File: config.mk
export PLATFORM = sky130hd
export DESIGN_NAME = dicom_element_header_parser_core
export DESIGN_NICKNAME = d
export VERILOG_FILES = /design/src/hdl/dehp_pkg.sv /design/src/hdl/dehp_res_queue.sv /design/src/hdl/dicom_element_header_parser_core.sv
export VERILOG_INCLUDE_DIRS = /design/src /design/src/hdl
export SDC_FILE = /design/constraint.sdc
export NUM_CORES = 1
export LEC_CHECK = 0
export BUFFER_PORTS_ARGS = -buffer_cell sky130_fd_sc_hd__buf_2
export CORE_UTILIZATION = 40
export CTS_BUF_LIST = sky130_fd_sc_hd__clkbuf_2
export CTS_CLUSTER_SIZE = 40
export DETAILED_ROUTE_END_ITERATION = 10
export PLACE_DENSITY = 0.63
export SYNTH_ARGS = -nofsm -noshare
export SYNTH_HDL_FRONTEND = slang
export SYNTH_SLANG_ARGS = --single-unit
File: constraint.sdc
create_clock -name clk_i -period 3.9 [get_ports clk_i]
set_input_delay 0.39 -clock clk_i [delete_from_list [all_inputs] [get_ports clk_i]]
set_output_delay 0.39 -clock clk_i [all_outputs]
set_load 0.005 [all_outputs]
File: src/hdl/dicom_element_header_parser_core_macros.svh
// Assertion macros shared by the parser RTL.
`ifndef DICOM_ELEMENT_HEADER_PARSER_CORE_MACROS_SVH
`define DICOM_ELEMENT_HEADER_PARSER_CORE_MACROS_SVH

`ifndef ASSERT_OFF
// Property must hold at every clock edge outside reset.
`define DEHP_ASSERT(lbl, prop, msg) \
  lbl: assert property (@(posedge clk_i) disable iff (!rst_ni) prop) else $error(msg);
// Condition must never be seen outside reset.
`define DEHP_ASSERT_NEVER(lbl, cond, msg) \
  lbl: assert property (@(posedge clk_i) disable iff (!rst_ni) !(cond)) else $error(msg);
`else
`define DEHP_ASSERT(lbl, prop, msg)
`define DEHP_ASSERT_NEVER(lbl, cond, msg)
`endif

`endif

File: src/hdl/dehp_pkg.sv
// Types, constants and byte-order helpers for the DICOM element header parser.
package dehp_pkg;

  localparam int MAX_NESTING_DEF = 8;
  localparam int RES_QUEUE_DEPTH = 3;

  localparam logic [15:0] GRP_DELIM     = 16'hfffe;
  localparam logic [15:0] ELM_ITEM      = 16'he000;
  localparam logic [15:0] ELM_ITEM_END  = 16'he00d;
  localparam logic [15:0] ELM_SEQ_END   = 16'he0dd;
  localparam logic [31:0] LEN_UNDEFINED = 32'hffff_ffff;
  localparam logic [31:0] POS_MAX       = 32'hffff_ffff;

  // Register indexes on the config port
  localparam int CFG_IDX_W = 1;
  localparam logic [CFG_IDX_W-1:0] REG_VR_PRESENT = 1'b0;
  localparam logic [CFG_IDX_W-1:0] REG_LE_ORDER   = 1'b1;

  // VRs that take two reserved bytes and a 32-bit length
  localparam int NUM_LONG_VR = 13;
  localparam logic [15:0] LONG_VR [NUM_LONG_VR] = '{
    "OB", "OD", "OF", "OL", "OV", "OW", "SQ", "SV", "UC", "UN", "UR", "UT", "UV"
  };

  typedef enum logic [2:0] {
    PH_TAG      = 3'd0,
    PH_VR       = 3'd1,
    PH_RSVD     = 3'd2,
    PH_LONGLEN  = 3'd3,
    PH_SHORTLEN = 3'd4,
    PH_IMPLEN   = 3'd5,
    PH_VALUE    = 3'd6
  } phase_e;

  typedef enum logic [2:0] {
    KIND_HEADER     = 3'd0,
    KIND_END_OK     = 3'd1,
    KIND_END_TRUNC  = 3'd2,
    KIND_END_UNTERM = 3'd3,
    KIND_END_OVFL   = 3'd4
  } kind_e;

  typedef struct packed {
    kind_e       kind;
    logic [15:0] grp;
    logic [15:0] elm;
    logic [15:0] vr;
    logic [31:0] len;
    logic        undef;
    logic [31:0] off;
    logic [3:0]  depth;
    logic        last;
  } res_t;

  function automatic logic [15:0] order16(logic [15:0] v, logic le);
    return le ? {v[7:0], v[15:8]} : v;
  endfunction

  function automatic logic [31:0] order32(logic [31:0] v, logic le);
    return le ? {v[7:0], v[15:8], v[23:16], v[31:24]} : v;
  endfunction

  function automatic logic is_long_vr(logic [15:0] vr);
    logic hit;
    hit = 1'b0;
    for (int i = 0; i < NUM_LONG_VR; i++) begin
      hit = hit | (vr == LONG_VR[i]);
    end
    return hit;
  endfunction

endpackage

File: src/hdl/dehp_res_queue.sv
// Result queue: takes up to two results a cycle while it has room for two, presents the head from a register.
`include "dicom_element_header_parser_core_macros.svh"

module dehp_res_queue
  import dehp_pkg::*;
(
  input  logic clk_i,
  input  logic rst_ni,
  input  logic push_a_i,
  input  res_t res_a_i,
  input  logic push_b_i,
  input  res_t res_b_i,
  output logic room_o,
  output logic head_valid_o,
  output res_t head_o,
  input  logic pop_i
);

  localparam int CntW = $clog2(RES_QUEUE_DEPTH + 1);

  res_t            slot_q [RES_QUEUE_DEPTH];
  res_t            slot_d [RES_QUEUE_DEPTH];
  logic [CntW-1:0] count_q, count_d;
  logic [CntW-1:0] base;
  logic            pop;

  assign pop          = pop_i && (count_q != '0);
  assign room_o       = count_q <= CntW'(RES_QUEUE_DEPTH - 2);
  assign head_valid_o = count_q != '0;
  assign head_o       = slot_q[0];

  always_comb begin
    base = pop ? count_q - CntW'(1) : count_q;
    for (int i = 0; i < RES_QUEUE_DEPTH; i++) begin
      if (pop && (i < RES_QUEUE_DEPTH - 1)) begin
        slot_d[i] = slot_q[i+1];
      end else begin
        slot_d[i] = slot_q[i];
      end
      if (push_a_i && (base == CntW'(i))) begin
        slot_d[i] = res_a_i;
      end
      if (push_b_i && (base + CntW'(1) == CntW'(i))) begin
        slot_d[i] = res_b_i;
      end
    end
    count_d = base + CntW'(push_a_i) + CntW'(push_b_i);
  end

  always_ff @(posedge clk_i) begin
    slot_q <= slot_d;
  end

  always_ff @(posedge clk_i or negedge rst_ni) begin
    if (!rst_ni) begin
      count_q <= '0;
    end else begin
      count_q <= count_d;
    end
  end

  `DEHP_ASSERT(a_count_bound, count_q <= CntW'(RES_QUEUE_DEPTH), "queue count out of range")
  `DEHP_ASSERT(a_b_after_a, push_b_i |-> push_a_i, "second result without first")
  `DEHP_ASSERT(a_push_room, push_a_i |-> room_o, "result pushed with no room")

endmodule

File: src/hdl/dicom_element_header_parser_core.sv
// Results of a byte go into a registered result queue and reach m_axis from its head.
// Throughput: one byte per cycle while the result queue has room; a byte giving both
// a header and an end result puts both into the queue and holds the next byte off.
// s_axis_tready depends only on queue occupancy, set by the output drain rate.
// Reset (rst_ni, async, active low): parser idle awaiting a tag, queue empty,
// explicit-VR flag clear, little-endian order set; delimiter stack contents undefined.
`include "dicom_element_header_parser_core_macros.svh"

module dicom_element_header_parser_core
  import dehp_pkg::*;
#(
  parameter int MaxNesting = MAX_NESTING_DEF
) (
  input  logic                 clk_i,
  input  logic                 rst_ni,
  input  logic                 cfg_we_i,
  input  logic [CFG_IDX_W-1:0] cfg_idx_i,
  input  logic                 cfg_data_i,
  input  logic                 s_axis_tvalid,
  output logic                 s_axis_tready,
  input  logic [7:0]           s_axis_tdata,  // [7:0] data_byte
  input  logic                 s_axis_tlast,  // last_byte
  output logic                 m_axis_tvalid,
  input  logic                 m_axis_tready,
  // [15:0] group_number, [31:16] element_number, [47:32] vr_code,
  // [79:48] value_length, [80] undef_len, [112:81] val_offset,
  // [116:113] nesting_depth, [119:117] zero
  output logic [119:0]         m_axis_tdata,
  output logic [2:0]           m_axis_tuser,  // [2:0] result_kind
  output logic                 m_axis_tlast   // last_result (set on end results and on headers of a non-last byte)
);

  localparam int DepthW = $clog2(MaxNesting + 1);

  logic vr_present_q, le_order_q;

  phase_e            phase_q, phase_d;
  logic [3:0]        hbc_q, hbc_d;
  logic [31:0]       tag_q, tag_d;
  logic [15:0]       vr_q, vr_d;
  logic [31:0]       len_q, len_d;
  logic [31:0]       vbl_q, vbl_d;
  logic [31:0]       pos_q, pos_d;
  logic [MaxNesting-1:0] stack_q, stack_d;
  logic [DepthW-1:0] depth_q, depth_d;
  logic              ovf_q, ovf_d;

  logic        in_acc, done, wide, popped, mid;
  logic [15:0] grp, elm, want;
  logic [31:0] len_val;
  logic        undef;
  res_t        hdr_res, end_res;
  logic        push_a, push_b;
  res_t        res_a;
  logic        room;
  res_t        head;

  assign in_acc        = s_axis_tvalid && s_axis_tready;
  assign s_axis_tready = room;

  // Config writes
  always_ff @(posedge clk_i or negedge rst_ni) begin
    if (!rst_ni) begin
      vr_present_q <= 1'b0;
      le_order_q   <= 1'b1;
    end else if (cfg_we_i) begin
      unique case (cfg_idx_i)
        REG_VR_PRESENT: vr_present_q <= cfg_data_i;
        REG_LE_ORDER:   le_order_q   <= cfg_data_i;
      endcase
    end
  end

  always_comb begin
    phase_d = phase_q;
    hbc_d   = hbc_q;
    tag_d   = tag_q;
    vr_d    = vr_q;
    len_d   = len_q;
    vbl_d   = vbl_q;
    pos_d   = pos_q;
    stack_d = stack_q;
    depth_d = depth_q;
    ovf_d   = ovf_q;
    done    = 1'b0;
    wide    = 1'b0;
    popped  = 1'b0;
    mid     = 1'b0;
    grp     = order16(tag_q[31:16], le_order_q);
    elm     = order16(tag_q[15:0], le_order_q);
    want    = stack_q[0] ? ELM_ITEM_END : ELM_SEQ_END;
    len_val = '0;
    undef   = 1'b0;
    hdr_res = '0;
    end_res = '0;

    if (in_acc) begin
      pos_d = (pos_q == POS_MAX) ? pos_q : pos_q + 32'd1;

      if (phase_q == PH_VALUE) begin
        vbl_d = vbl_q - 32'd1;
        if (vbl_d == '0) begin
          phase_d = PH_TAG;
        end
      end else begin
        hbc_d = hbc_q + 4'd1;
        case (phase_q)
          PH_TAG: begin
            tag_d = {tag_q[23:0], s_axis_tdata};
            if (hbc_d >= 4'd4) begin
              // delimiters are always implicit
              if ((order16(tag_d[31:16], le_order_q) == GRP_DELIM) || !vr_present_q) begin
                phase_d = PH_IMPLEN;
              end else begin
                phase_d = PH_VR;
              end
            end
          end
          PH_VR: begin
            vr_d = {vr_q[7:0], s_axis_tdata};
            if (hbc_d >= 4'd6) begin
              phase_d = is_long_vr(vr_d) ? PH_RSVD : PH_SHORTLEN;
            end
          end
          PH_RSVD: begin
            if (hbc_d >= 4'd8) begin
              phase_d = PH_LONGLEN;
            end
          end
          PH_LONGLEN: begin
            len_d = {len_q[23:0], s_axis_tdata};
            if (hbc_d >= 4'd12) begin
              done = 1'b1;
              wide = 1'b1;
            end
          end
          PH_SHORTLEN: begin
            len_d = {16'h0, len_q[7:0], s_axis_tdata};
            if (hbc_d >= 4'd8) begin
              done = 1'b1;
            end
          end
          default: begin
            len_d = {len_q[23:0], s_axis_tdata};
            if (hbc_d >= 4'd8) begin
              done = 1'b1;
              wide = 1'b1;
            end
          end
        endcase
      end

      if (done) begin
        len_val = wide ? order32(len_d, le_order_q)
                       : {16'h0, order16(len_d[15:0], le_order_q)};
        undef   = wide && (len_val == LEN_UNDEFINED);
        if ((depth_q != '0) && (grp == GRP_DELIM) && (elm == want)) begin
          depth_d = depth_q - DepthW'(1);
          stack_d = stack_q >> 1;
          popped  = 1'b1;
        end
        if (!popped && undef) begin
          if (depth_q < DepthW'(MaxNesting)) begin
            stack_d = (stack_q << 1)
                    | MaxNesting'((grp == GRP_DELIM) && (elm == ELM_ITEM));
            depth_d = depth_q + DepthW'(1);
          end else begin
            ovf_d = 1'b1;
          end
        end
        hdr_res.kind  = KIND_HEADER;
        hdr_res.grp   = grp;
        hdr_res.elm   = elm;
        hdr_res.vr    = (phase_q == PH_IMPLEN) ? 16'h0 : vr_q;
        hdr_res.len   = len_val;
        hdr_res.undef = undef;
        hdr_res.off   = pos_d;
        hdr_res.depth = 4'(depth_d);
        hdr_res.last  = !s_axis_tlast;
        phase_d = (undef || (len_val == '0)) ? PH_TAG : PH_VALUE;
        vbl_d   = len_val;
        hbc_d   = '0;
        tag_d   = '0;
        vr_d    = '0;
        len_d   = '0;
      end

      if (s_axis_tlast) begin
        mid = !((phase_d == PH_TAG) && (hbc_d == '0));
        if (ovf_d) begin
          end_res.kind = KIND_END_OVFL;
        end else if (mid) begin
          end_res.kind = KIND_END_TRUNC;
        end else if (depth_d != '0) begin
          end_res.kind = KIND_END_UNTERM;
        end else begin
          end_res.kind = KIND_END_OK;
        end
        end_res.off   = pos_d;
        end_res.depth = 4'(depth_d);
        end_res.last  = 1'b1;
        // start afresh for the next dataset
        phase_d = PH_TAG;
        hbc_d   = '0;
        tag_d   = '0;
        vr_d    = '0;
        len_d   = '0;
        vbl_d   = '0;
        pos_d   = '0;
        depth_d = '0;
        ovf_d   = 1'b0;
      end
    end
  end

  always_ff @(posedge clk_i or negedge rst_ni) begin
    if (!rst_ni) begin
      phase_q <= PH_TAG;
      hbc_q   <= '0;
      tag_q   <= '0;
      vr_q    <= '0;
      len_q   <= '0;
      vbl_q   <= '0;
      pos_q   <= '0;
      depth_q <= '0;
      ovf_q   <= 1'b0;
    end else begin
      phase_q <= phase_d;
      hbc_q   <= hbc_d;
      tag_q   <= tag_d;
      vr_q    <= vr_d;
      len_q   <= len_d;
      vbl_q   <= vbl_d;
      pos_q   <= pos_d;
      depth_q <= depth_d;
      ovf_q   <= ovf_d;
    end
  end

  // stack contents are only read below the depth, so no reset
  always_ff @(posedge clk_i) begin
    stack_q <= stack_d;
  end

  assign push_a = in_acc && (done || s_axis_tlast);
  assign push_b = in_acc && done && s_axis_tlast;
  assign res_a  = done ? hdr_res : end_res;

  dehp_res_queue u_res_queue (
    .clk_i        (clk_i),
    .rst_ni       (rst_ni),
    .push_a_i     (push_a),
    .res_a_i      (res_a),
    .push_b_i     (push_b),
    .res_b_i      (end_res),
    .room_o       (room),
    .head_valid_o (m_axis_tvalid),
    .head_o       (head),
    .pop_i        (m_axis_tready)
  );

  assign m_axis_tdata = {3'b000, head.depth, head.off, head.undef, head.len,
                         head.vr, head.elm, head.grp};
  assign m_axis_tuser = head.kind;
  assign m_axis_tlast = head.last;

  `DEHP_ASSERT(a_depth_bound, depth_q <= DepthW'(MaxNesting), "nesting depth beyond stack size")
  `DEHP_ASSERT(a_value_phase, (phase_q == PH_VALUE) |-> ((vbl_q != '0) && (hbc_q == '0)),
               "value phase with nothing left to skip")
  `DEHP_ASSERT(a_end_clears, (in_acc && s_axis_tlast) |=>
               ((phase_q == PH_TAG) && (depth_q == '0) && (pos_q == '0) && !ovf_q),
               "parser not cleared after last byte")

endmodule
# ---- Word level (Yosys, flattened, before mapping)
# Cells that the tools add are included.
dict set report word_totals {
  regBits 531
  input_bits 16
}
dict set report classes {
  n_addsub 9
  magnitude_cmp 6
  n_eq_ne 30
  muxes 87
  bitwise_logic 14
  reduce_logical 49
}
# operator n
set op_table {}
lappend op_table {{$mux W121} 9}
lappend op_table {{$mux W32} 15}
lappend op_table {{$mux W118} 2}
lappend op_table {{$eq A16 B15 Y1 const B} 13}
lappend op_table {{$mux W16} 9}
lappend op_table {{$mux W37} 2}
lappend op_table {{$eq A32 B32 Y1 const B} 2}
lappend op_table {{$logic_not A32 Y1} 2}
lappend op_table {{$pmux W32 S2} 1}
lappend op_table {{$eq A16 B16 Y1 const B} 3}
lappend op_table {{$mux W3} 14}
lappend op_table {{$mux W4} 10}
lappend op_table {{$add A32 B1 Y32 const B} 1}
lappend op_table {{$mux W8} 4}
lappend op_table {{$sub A32 B1 Y32 const B} 1}
lappend op_table {{$logic_and A1 B1 Y1} 17}
lappend op_table {{$eq A16 B16 Y1} 1}
lappend op_table {{$mux W1} 15}
lappend op_table {{$reduce_bool A3 Y1} 5}
lappend op_table {{$or A1 B1 Y1} 12}
lappend op_table {{$eq A3 B3 Y1 const B} 3}
lappend op_table {{$pmux W3 S3} 1}
lappend op_table {{$add A4 B1 Y4 const B} 2}
lappend op_table {{$ge A4 B3 Y1 const B} 2}
lappend op_table {{27 further kinds} 49}

# ---- Depth between registers and ports, before layout
# Gate-level depths: netlist (run 1).
dict set report depth {
  depth_word 28
  mapped_depth 14
}

# ---- Hierarchy
# Synthesis (run 1) repeated with hierarchy kept, for this count alone.
dict set report hier_totals {
  hier_cells 3073
  hier_area_um2 32068.3
}
# mod instances cells_each area_per_inst_um2 seq_area_each_um2
set modules_own_cells {}
lappend modules_own_cells {dehp_res_queue 1 1403 19326.0 10950.5}
lappend modules_own_cells {dicom_element_header_parser_core 1 1670 12742.2 4195.3}

# ---- Least setup slack after synthesis (run 1)
# Ideal clock, no wire load.
dict set report synth_timing {
  path_type {register to register}
  startpoint {register hbc_q[0]}
  endpoint {register u_res_queue.slot_q[0] (netlist name) (enable)}
  arrival_time_ns 3.362
  required_ns 3.506
  setup_slack_ns 0.144
  path_stages_with_launch 13
  path_buffers 3
  period_less_slack_ns 3.756
  cell_sequence {dfrtp_1 > ha_1 > buf_4 > xor2_4 > a31oi_1 > nor3_2 > nand2_1 > nand2_1 > and3_1 > clkbuf_1 > a21oi_1 > clkbuf_1 > inv_1}
}
dict set report synth_via {
  elab_chain_cells 11
  elab_cells_between_ends 16
  classes_between {1 x add/sub; 2 x order compare; 6 x mux; 7 x reduce/logical}
}
# element line
set synth_lines {}
lappend synth_lines {{start, declared} dicom_element_header_parser_core.sv:38} ;# logic [3:0] hbc_q, hbc_d;
lappend synth_lines {{start signal, assigned} dicom_element_header_parser_core.sv:219} ;# hbc_q <= '0;
lappend synth_lines {{start signal, assigned} dicom_element_header_parser_core.sv:229} ;# hbc_q <= hbc_d;
lappend synth_lines {{$add A4 B1 Y4 *} dicom_element_header_parser_core.sv:106} ;# hbc_d = hbc_q + 4'd1;
lappend synth_lines {{$ge A4 B4 Y1, on equally long branches} {dicom_element_header_parser_core.sv:139, dicom_element_header_parser_core.sv:145, dicom_element_header_parser_core.sv:132}}
lappend synth_lines {{$mux W1, on equally long branches} {dicom_element_header_parser_core.sv:139, dicom_element_header_parser_core.sv:145, dicom_element_header_parser_core.sv:132}}
lappend synth_lines {{$pmux W1 S2 *} dicom_element_header_parser_core.sv:107} ;# case (phase_q)
lappend synth_lines {{$mux W1 *} dicom_element_header_parser_core.sv:100} ;# if (phase_q == PH_VALUE) begin
lappend synth_lines {{$mux W1 * (2 in a row)} dicom_element_header_parser_core.sv:97} ;# if (in_acc) begin
lappend synth_lines {{$logic_and A1 B1 Y1 / $logic_or A1 B1 Y1 (equally long branches)} {dicom_element_header_parser_core.sv:246, dicom_element_header_parser_core.sv:245}}
lappend synth_lines {{$logic_and A1 B1 Y1, on equally long branches} {dicom_element_header_parser_core.sv:246, dicom_element_header_parser_core.sv:245}}
lappend synth_lines {{$logic_and A1 B1 Y1, on equally long branches} {dehp_res_queue.sv:43, dehp_res_queue.sv:40}}
lappend synth_lines {{$reduce_bool A2 Y1 (no line) *} --}
lappend synth_lines {{end signal, assigned} dehp_res_queue.sv:51} ;# slot_q <= slot_d;
lappend synth_lines {{end, declared} dehp_res_queue.sv:21} ;# res_t slot_q [RES_QUEUE_DEPTH];
# Mark *: on every way between the ends. The rest lies on a longest branch, timed or not. The select of a mux whose other input is x is not followed.
# A chain may end at the register's enable or synchronous reset.

==> results by group, run 1 <==
Placed design
  – Gpl congestion: ~0.98
  – Port bufs: about 140
  – Place WS: between 0.09 and 0.1 ns
  – Hpwl dp: slightly above 50 mm

Floorplanning
  – Row cnt: 94
  – CORE AREA: around 66,000 um^2
  – Die Ht: ~260 um
  – Die W: 262.1 um
  – Initial Utilization: approximately 41%
  – I/O Pins: 142
  – Die footprint: between 60,000 and 70,000 um^2

Global routing
  – Initial antenna violation count: 3
  – Largest net degree at the start of global routing: about 110
  – Global-route wire length before repair: 125.6 mm
  – GR Util All Layers: roughly 23%
  – Vias in the first global route: between 20k and 25k
  – Total gr overflow: 0

Synth
  – Seq cells post-synth: approximately 530
  – Synth top area share: about 18%
  – Cells after synthesis: 3,115
  – Post-synth EDFFs: 128
  – Ys async rst share: a little under a third
  – Synthesized area: roughly 27,000 um^2
  – Top post-synthesis cells by area: dfxtp_1, dfrtp_1, edfxtp_1
  – Commonest cells in the netlist: nand2_1, o21ai_0, nor2_1
  – Area leader, netlist: dfxtp_1
  – Seq/Total Area, Yosys: between 40% and 50%
  – Mapped Avg Cell Area: about 8.7 um^2
  – Synth Warn #: 0
  – Top-count cell post-synth: nand2_1
  – Yosys cell types: 91
  – Ys flop type: dfxtp_1

Pwr
  – Logic pwr share: 32.6%
  – Net Sw Power: ~7 mW
  – P_int: roughly 11 mW
  – Pwr dens: approximately 600 nW/um^2
  – Sw Ratio: between 30% and 40%
  – Sequential share of power: ~44%
  – Clk network pwr share: a little under a quarter
  – LEAKAGE: ~12 nW
  – Peak VDD IR: 0.3112 mV
  – Overall Power: between 15 and 20 mW

Timing
  – Fin. Hold Viols: 0
  – Final count of pins violating max slew: 0
  – Final setup fails: 0
  – Slew @ Worst Pin: roughly 1.2 ns
  – Final cycle utilization of the critical path: 96.24%
  – Post-route setup slack: between 0.1 and 0.15 ns
  – Hold_ws: around 0.19 ns
  – Max Clock Skew: roughly 0.1 ns
  – Post-route minimum period: around 3.8 ns
  – Slew margin rel.: 18.37%
  – Fmax: around 270 MHz

Setup path
  – WS Path Type: reg2reg
  – Most frequent CP cell: nand4_1
  – Worst setup path startpoint: phase_q[1]
  – R2R Path Start: phase_q[1]
  – CP Cell Sequence: buf_6, mux2_4, buf_4, mux2i_1, a22oi_1, nand4_1, nor3_1, nand4_1, nor3_4, a21bo_1, a31oi_1, nand4bb_4, a22o_1
  – CP Data Required Time: just under 5 ns
  – CP startpoint kind: flip-flop
  – Worst path arrival time: about 4.8 ns
  – Critical-path maximum fanout: 13
  – Critical Path Max Stage Delay: approximately 0.47 ns
  – Max stage delay cell, worst path: dfrtp_2
  – Crit end category: flip-flop
  – Worst Path Buf+Inv: 2
  – CP delay by family, top: simple AND/OR/NAND/NOR gates

Final layout
  – Fill cells: 6,619
  – Area of the multi-input gates: ~12,000 um^2
  – Register area: 12,720 um^2
  – Area Overhead vs Synth: 11.56%
  – Share of layout cells above drive strength 1: 19.81%
  – Nets: ~3.2k

CTS
  – Clock latency on the worst-skew pair: between 1 and 1.5 ns
  – H-tree levels: 4
  – Root Buffer Master: clkbuf_2
  – Reg clk slew, reported paths: between 0.1 and 0.15 ns
  – Total CTS buffers: between 100 and 150
  – Clock sink count: 531
  – Clk buf depth: 3
  – TritonCTS clock tree: built

Job
  – Maxcap violations: 0

Routing
  – Antenna Nets Post-Route: 0
  – DRT iter0 DRCs: 1,941
  – Total number of vias: approximately 24k
  – 1st-pass router iterations: 5
  – Final wirelength: roughly 80 mm
  – Number of remaining DRC errors: 0
  – DR WL/cell: 19.16 um
  – Vias/cell: about 5.6

Min path
  – Hold crit path type: in2async

Status
  – Status: finished, final reports clean
cells by family (layout without fill, tap and decap cells):
logic type	after synthesis	after routing	share of synthesized area (%)
AND/OR/NAND/NOR	1148	1148	19.40
AO/OA/AOI/OAI	872	872	19.91
flip-flops	531	531	46.99
buffers and inverters	404	618	7.579
multiplexers	101	101	3.995
XOR/XNOR	48	48	1.623
adder cells (fa/ha/maj)	10	10	0.4902
other	1	7	0.01386
stage by stage:
stage	cell area (um^2)	setup TNS, ns	util, %	cells
4_1_cts	30010	0	45.24	4186
3_3_place_gp	28270	0	42.62	3890
3_5_place_dp	28270	0	42.62	3890
5_1_grt	30180	-0.05371	45.50	4199
6_report	30180	0	45.50	4199
2_1_floorplan	27060	0	-	3117
layer usage:
layer	vias up	GRT usage (%)	share of wire, %
li1	11330	-	-
met1	11290	32.75	46
met2	878	34.39	44
met3	149	5.025	6.9
met4	2	8.976	2.8
met5	-	0	0.015
cells in the final DEF (no fill, tap or decap), drive strengths merged, types with 9 or more instances in the layout:
| cell | count |
|---|---|
| and2 | 12 |
| or3 | 15 |
| dfxtp | 243 |
| buf | 294 |
| o22ai | 14 |
| xnor2 | 25 |
| a21oi | 155 |
| a211oi | 64 |
| inv | 34 |
| dfrtp | 159 |
| dlygate4sd3 | 30 |
| nand3 | 144 |
| clkinv | 29 |
| a22o | 80 |
| nand4 | 28 |
| o31ai | 9 |
| and3 | 71 |
| edfxtp | 128 |
| mux2i | 58 |
| nor2 | 276 |
| ha | 9 |
| o21ai | 394 |
| nand2 | 467 |
| mux2 | 43 |
| nor4 | 27 |
| nor2b | 13 |
| a22oi | 22 |
| clkbuf | 225 |
| a221oi | 17 |
| or2 | 11 |
| xor2 | 23 |
| a31oi | 29 |
| a311oi | 26 |
| nor3 | 50 |
power groups by stage:
stage	Combinational, mW	Clock [mW]	Sequential, mW
finish	5.87	4.20	7.95
global route	6.55	4.64	8.10
CTS	5.80	4.34	7.94
detailed placement	5.74	0	8.04
global placement	5.66	0	8.03
floorplan	4.61	0	7.86
cell type report:
class,count,share of cell area [%]
clock buffer,225,3.731
timing repair buffer,324,7.814
tap,864,3.582
clock inverter,40,0.9451
sequential,531,42.14
antenna,4,0.03316
inverter,29,0.3606
multi-input combinational,2182,41.39
sequential cells by signal, indices dropped and copies added (netlist names), 3 cells and up:
name / count
phase_q: 3
tag_q: 32
pos_q: 32
vr_q: 16
vbl_q: 32
depth_q: 4
len_q: 32
u_res_queue.head_o: 121
stack_q: 8
u_res_queue.slot_q: 242
hbc_q: 4
worst min-delay path, cell delays in order:
cell and delay [ns]:
dlygate4sd3_1 0.51, dlygate4sd3_1 0.58, buf_6 0.16, buf_16 0.28
repair_timing:
action                                 CTS  global route
hold buffers                            31             0
gates resized for setup                  0            19
setup endpoints to repair                0            13
endpoints found under the hold margin  470             0
buffers inserted                         0             9
path summary, 6_finish.rpt:
kind / to / slack (ns) / cells after the start
worst max-delay path: u_res_queue.head_o[119] / 0.15 / 13
worst min-delay path: vbl_q[19] / 0.19 / 4
worst max register to register: u_res_queue.head_o[119] / 0.15 / 13
min in group clk_i: len_q[2] / 0.19 / 3
worst min register to register: u_res_queue.head_o[72] / 0.45 / 2
max in group asynchronous: pos_q[1] / 3.01 / 4
Note: power is estimated with default switching activity, not from simulation.
==> inputs of run 2 (changes only) <==
--- a/config.mk
+++ b/config.mk
@@ -12,6 +12,7 @@
 export CTS_CLUSTER_SIZE = 40
 export DETAILED_ROUTE_END_ITERATION = 10
 export PLACE_DENSITY = 0.63
+export SETUP_SLACK_MARGIN = 0.2
 export SYNTH_ARGS = -nofsm -noshare
 export SYNTH_HDL_FRONTEND = slang
 export SYNTH_SLANG_ARGS = --single-unit
==> run 2 against run 1 <==
Clock-buffer cell count is 8 lower. Final cell count decreased by 0.24%. Setup slack gained 0.16 ns. Global-route usage rose by 0.089 points. Clock skew up 0.0088 ns. Flip-flop and latch count is the same. Sequential share of layout area decreased by 0.17 points. Total power grew 0.13%. First-iteration DRC count decreased by 1.6%. Maximum frequency is 4.5% higher. Via count fell by 0.39%. Combinational power up 0.7%. Critical endpoint is now u_res_queue.slot_q[122]. Largest cell class unchanged.
==> results by group, run 2 (synthesized netlist as in run 1, its figures left out) <==
Global routing
  – Total gr overflow: 0
  – Initial antenna violation count: 3
  – Vias in the first global route: between 20k and 25k
  – Global-route wire length before repair: ~130 mm
  – GR Util All Layers: about a quarter
  – Largest net degree at the start of global routing: approximately 160

Setup path
  – Worst Path Buf+Inv: 1
  – Critical Path Max Stage Delay: 0.55 ns
  – CP Cell Sequence: ha_4, xor2_4, a21oi_2, or3_4, or4_4, a22oi_4, nand4_4, buf_4, o21bai_1, and2_4, xnor2_2, a221oi_1
  – CP startpoint kind: flip-flop
  – Crit end category: flip-flop
  – CP Data Required Time: 4.94 ns
  – CP delay by family, top: simple AND/OR/NAND/NOR gates
  – Worst path arrival time: between 4 and 5 ns
  – Max stage delay cell, worst path: or4_4
  – WS Path Type: reg2reg
  – Critical-path maximum fanout: 5

Floorplanning
  – Initial Utilization: roughly two fifths
  – Die footprint: 68,690 um^2
  – CORE AREA: 66,330 um^2
  – Die Ht: approximately 260 um
  – Die W: about 260 um
  – I/O Pins: about 140
  – Row cnt: 94

Pwr
  – P_int: about 11 mW
  – Overall Power: between 15 and 20 mW
  – Sequential share of power: between 40% and 50%
  – Peak VDD IR: roughly 0.31 mV
  – Logic pwr share: between 30% and 40%
  – LEAKAGE: 12.20 nW
  – Sw Ratio: 38.17%
  – Net Sw Power: between 6 and 7 mW
  – Pwr dens: slightly below 600 nW/um^2
  – Clk network pwr share: between 20% and 30%

Final layout
  – Final instance area: between 30,000 and 40,000 um^2
  – Largest register by flop count: u_res_queue.slot_q
  – Largest register FFs: around 240
  – Fill cells: between 6k and 7k
  – Post-layout util: 45.69%
  – Share of layout cells above drive strength 1: a little over 20%
  – Nets: between 3k and 4k
  – Area Overhead vs Synth: 12.01%
  – Commonest cells after routing, fill and taps aside: nand2_1, o21ai_0, nor2_1
  – Commonest non-fill, non-tap cell in the layout: nand2_1

Timing
  – Unrepaired setup endpoints after global routing: false
  – Slew @ Worst Pin: between 0.8 and 0.9 ns
  – Slew margin rel.: roughly 42%
  – Final setup fails: 0
  – Max Clock Skew: ~0.11 ns
  – Final cycle utilization of the critical path: between 90% and 100%
  – Fmax: roughly 280 MHz
  – Final count of pins violating max slew: 0
  – Fin. Hold Viols: 0
  – Post-route minimum period: ~3.6 ns
  – Final setup TNS: 0 ns

Routing
  – Vias/cell: roughly 5.6
  – DR WL/cell: around 19 um
  – DRT iter0 DRCs: approximately 1.9k
  – Total number of vias: between 20k and 25k
  – 1st-pass router iterations: 5
  – Antenna Nets Post-Route: 0
  – Number of remaining DRC errors: 0
  – Final wirelength: around 80 mm

Placed design
  – Gpl congestion: between 0.9 and 1
  – Port bufs: 138
  – Hpwl dp: roughly 53 mm
  – Cell Area, Placed: approximately 28,000 um^2

CTS
  – TritonCTS clock tree: built
  – H-tree levels: 4
  – Clock sink count: 531
  – Clock latency on the worst-skew pair: between 1 and 1.5 ns
  – Total CTS buffers: 142
  – Reg clk slew, reported paths: 0.11 ns
  – Clk buf depth: 3
  – Root Buffer Master: clkbuf_2

Status
  – Status: finished, final reports clean

Min path
  – Hold crit path type: in2reg

Job
  – Maxcap violations: 0
[run 2: cell types whose count changed in the layout (fill, tap and decap cells not counted), moves of 3 or more]
cell	delta
clkinv_2	-3
dlygate4sd3_1	-3
buf_12	+3
clkbuf_2	-8
inv_2	+3
[run 2: final cells by class]
class                   instances  area, um^2  area share, %
diodes                          2       5.005        0.01651
clock buffers                 217        1086          3.584
clock inverters                39       282.8         0.9330
inverters                      29       112.6         0.3716
multi-input cells            2183       12640          41.71
flip-flops and latches        531       12720          41.97
well taps                     864        1081          3.567
repair buffers                324        2379          7.848
[run 2: worst min-delay path, stage by stage]
cell and delay [ns]:
dlygate4sd3_1 0.54, buf_2 0.24, nand2_1 0.17, o21ai_0 0.09
[run 2: routing by layer]
metal	GRT usage, %	up-vias	part of all wire, %
met5	0	-	0.016
met4	9.794	2	3.1
met3	5.720	143	7.3
met2	34.21	833	44
met1	32.41	11270	46
li1	-	11310	-
[run 2: path summary, 6_finish.rpt]
check                                              from                       to  slack, ns  depth (start not counted)
worst min register to register  u_res_queue.slot_q[197]   u_res_queue.head_o[76]       0.45                          2
worst max-delay path                           hbc_q[1]  u_res_queue.slot_q[122]       0.31                         12
worst max register to register                 hbc_q[1]  u_res_queue.slot_q[122]       0.31                         12
worst min-delay path                    s_axis_tdata[4]                 tag_q[4]       0.16                          4
max in group asynchronous                        rst_ni                 pos_q[5]       2.34                          6
min in group asynchronous                        rst_ni                  vr_q[2]       0.66                          5
[run 2: repair_timing]
item,CTS,global route
hold buffers,28,0
gates cloned,0,1
gates resized for setup,9,40
endpoints found under the setup margin,14,22
pin swaps,2,15
setup buffers,0,12
hold endpoints to repair,467,0
[run 2: power groups by stage]
stage / Combinational (mW) / Sequential, mW / Clock, mW
6_report: 5.91 / 7.97 / 4.16
5_1_grt: 6.58 / 8.12 / 4.58
4_1_cts: 5.81 / 7.95 / 4.29
3_5_place_dp: 5.71 / 8.06 / 0
3_3_place_gp: 5.64 / 8.05 / 0
2_1_floorplan: 4.61 / 7.86 / 0
[run 2: through the flow]
step,cells,hold WS [ns],worst slack [ns]
final,4189,0.1633,0.3097
after global routing,4189,0.08178,0.1416
after detailed placement,3890,0.3088,0.03736
after global placement,3890,0.3072,0.1193
after CTS,4174,0.005756,0.2091
after floorplan,3117,0.09441,0.2110
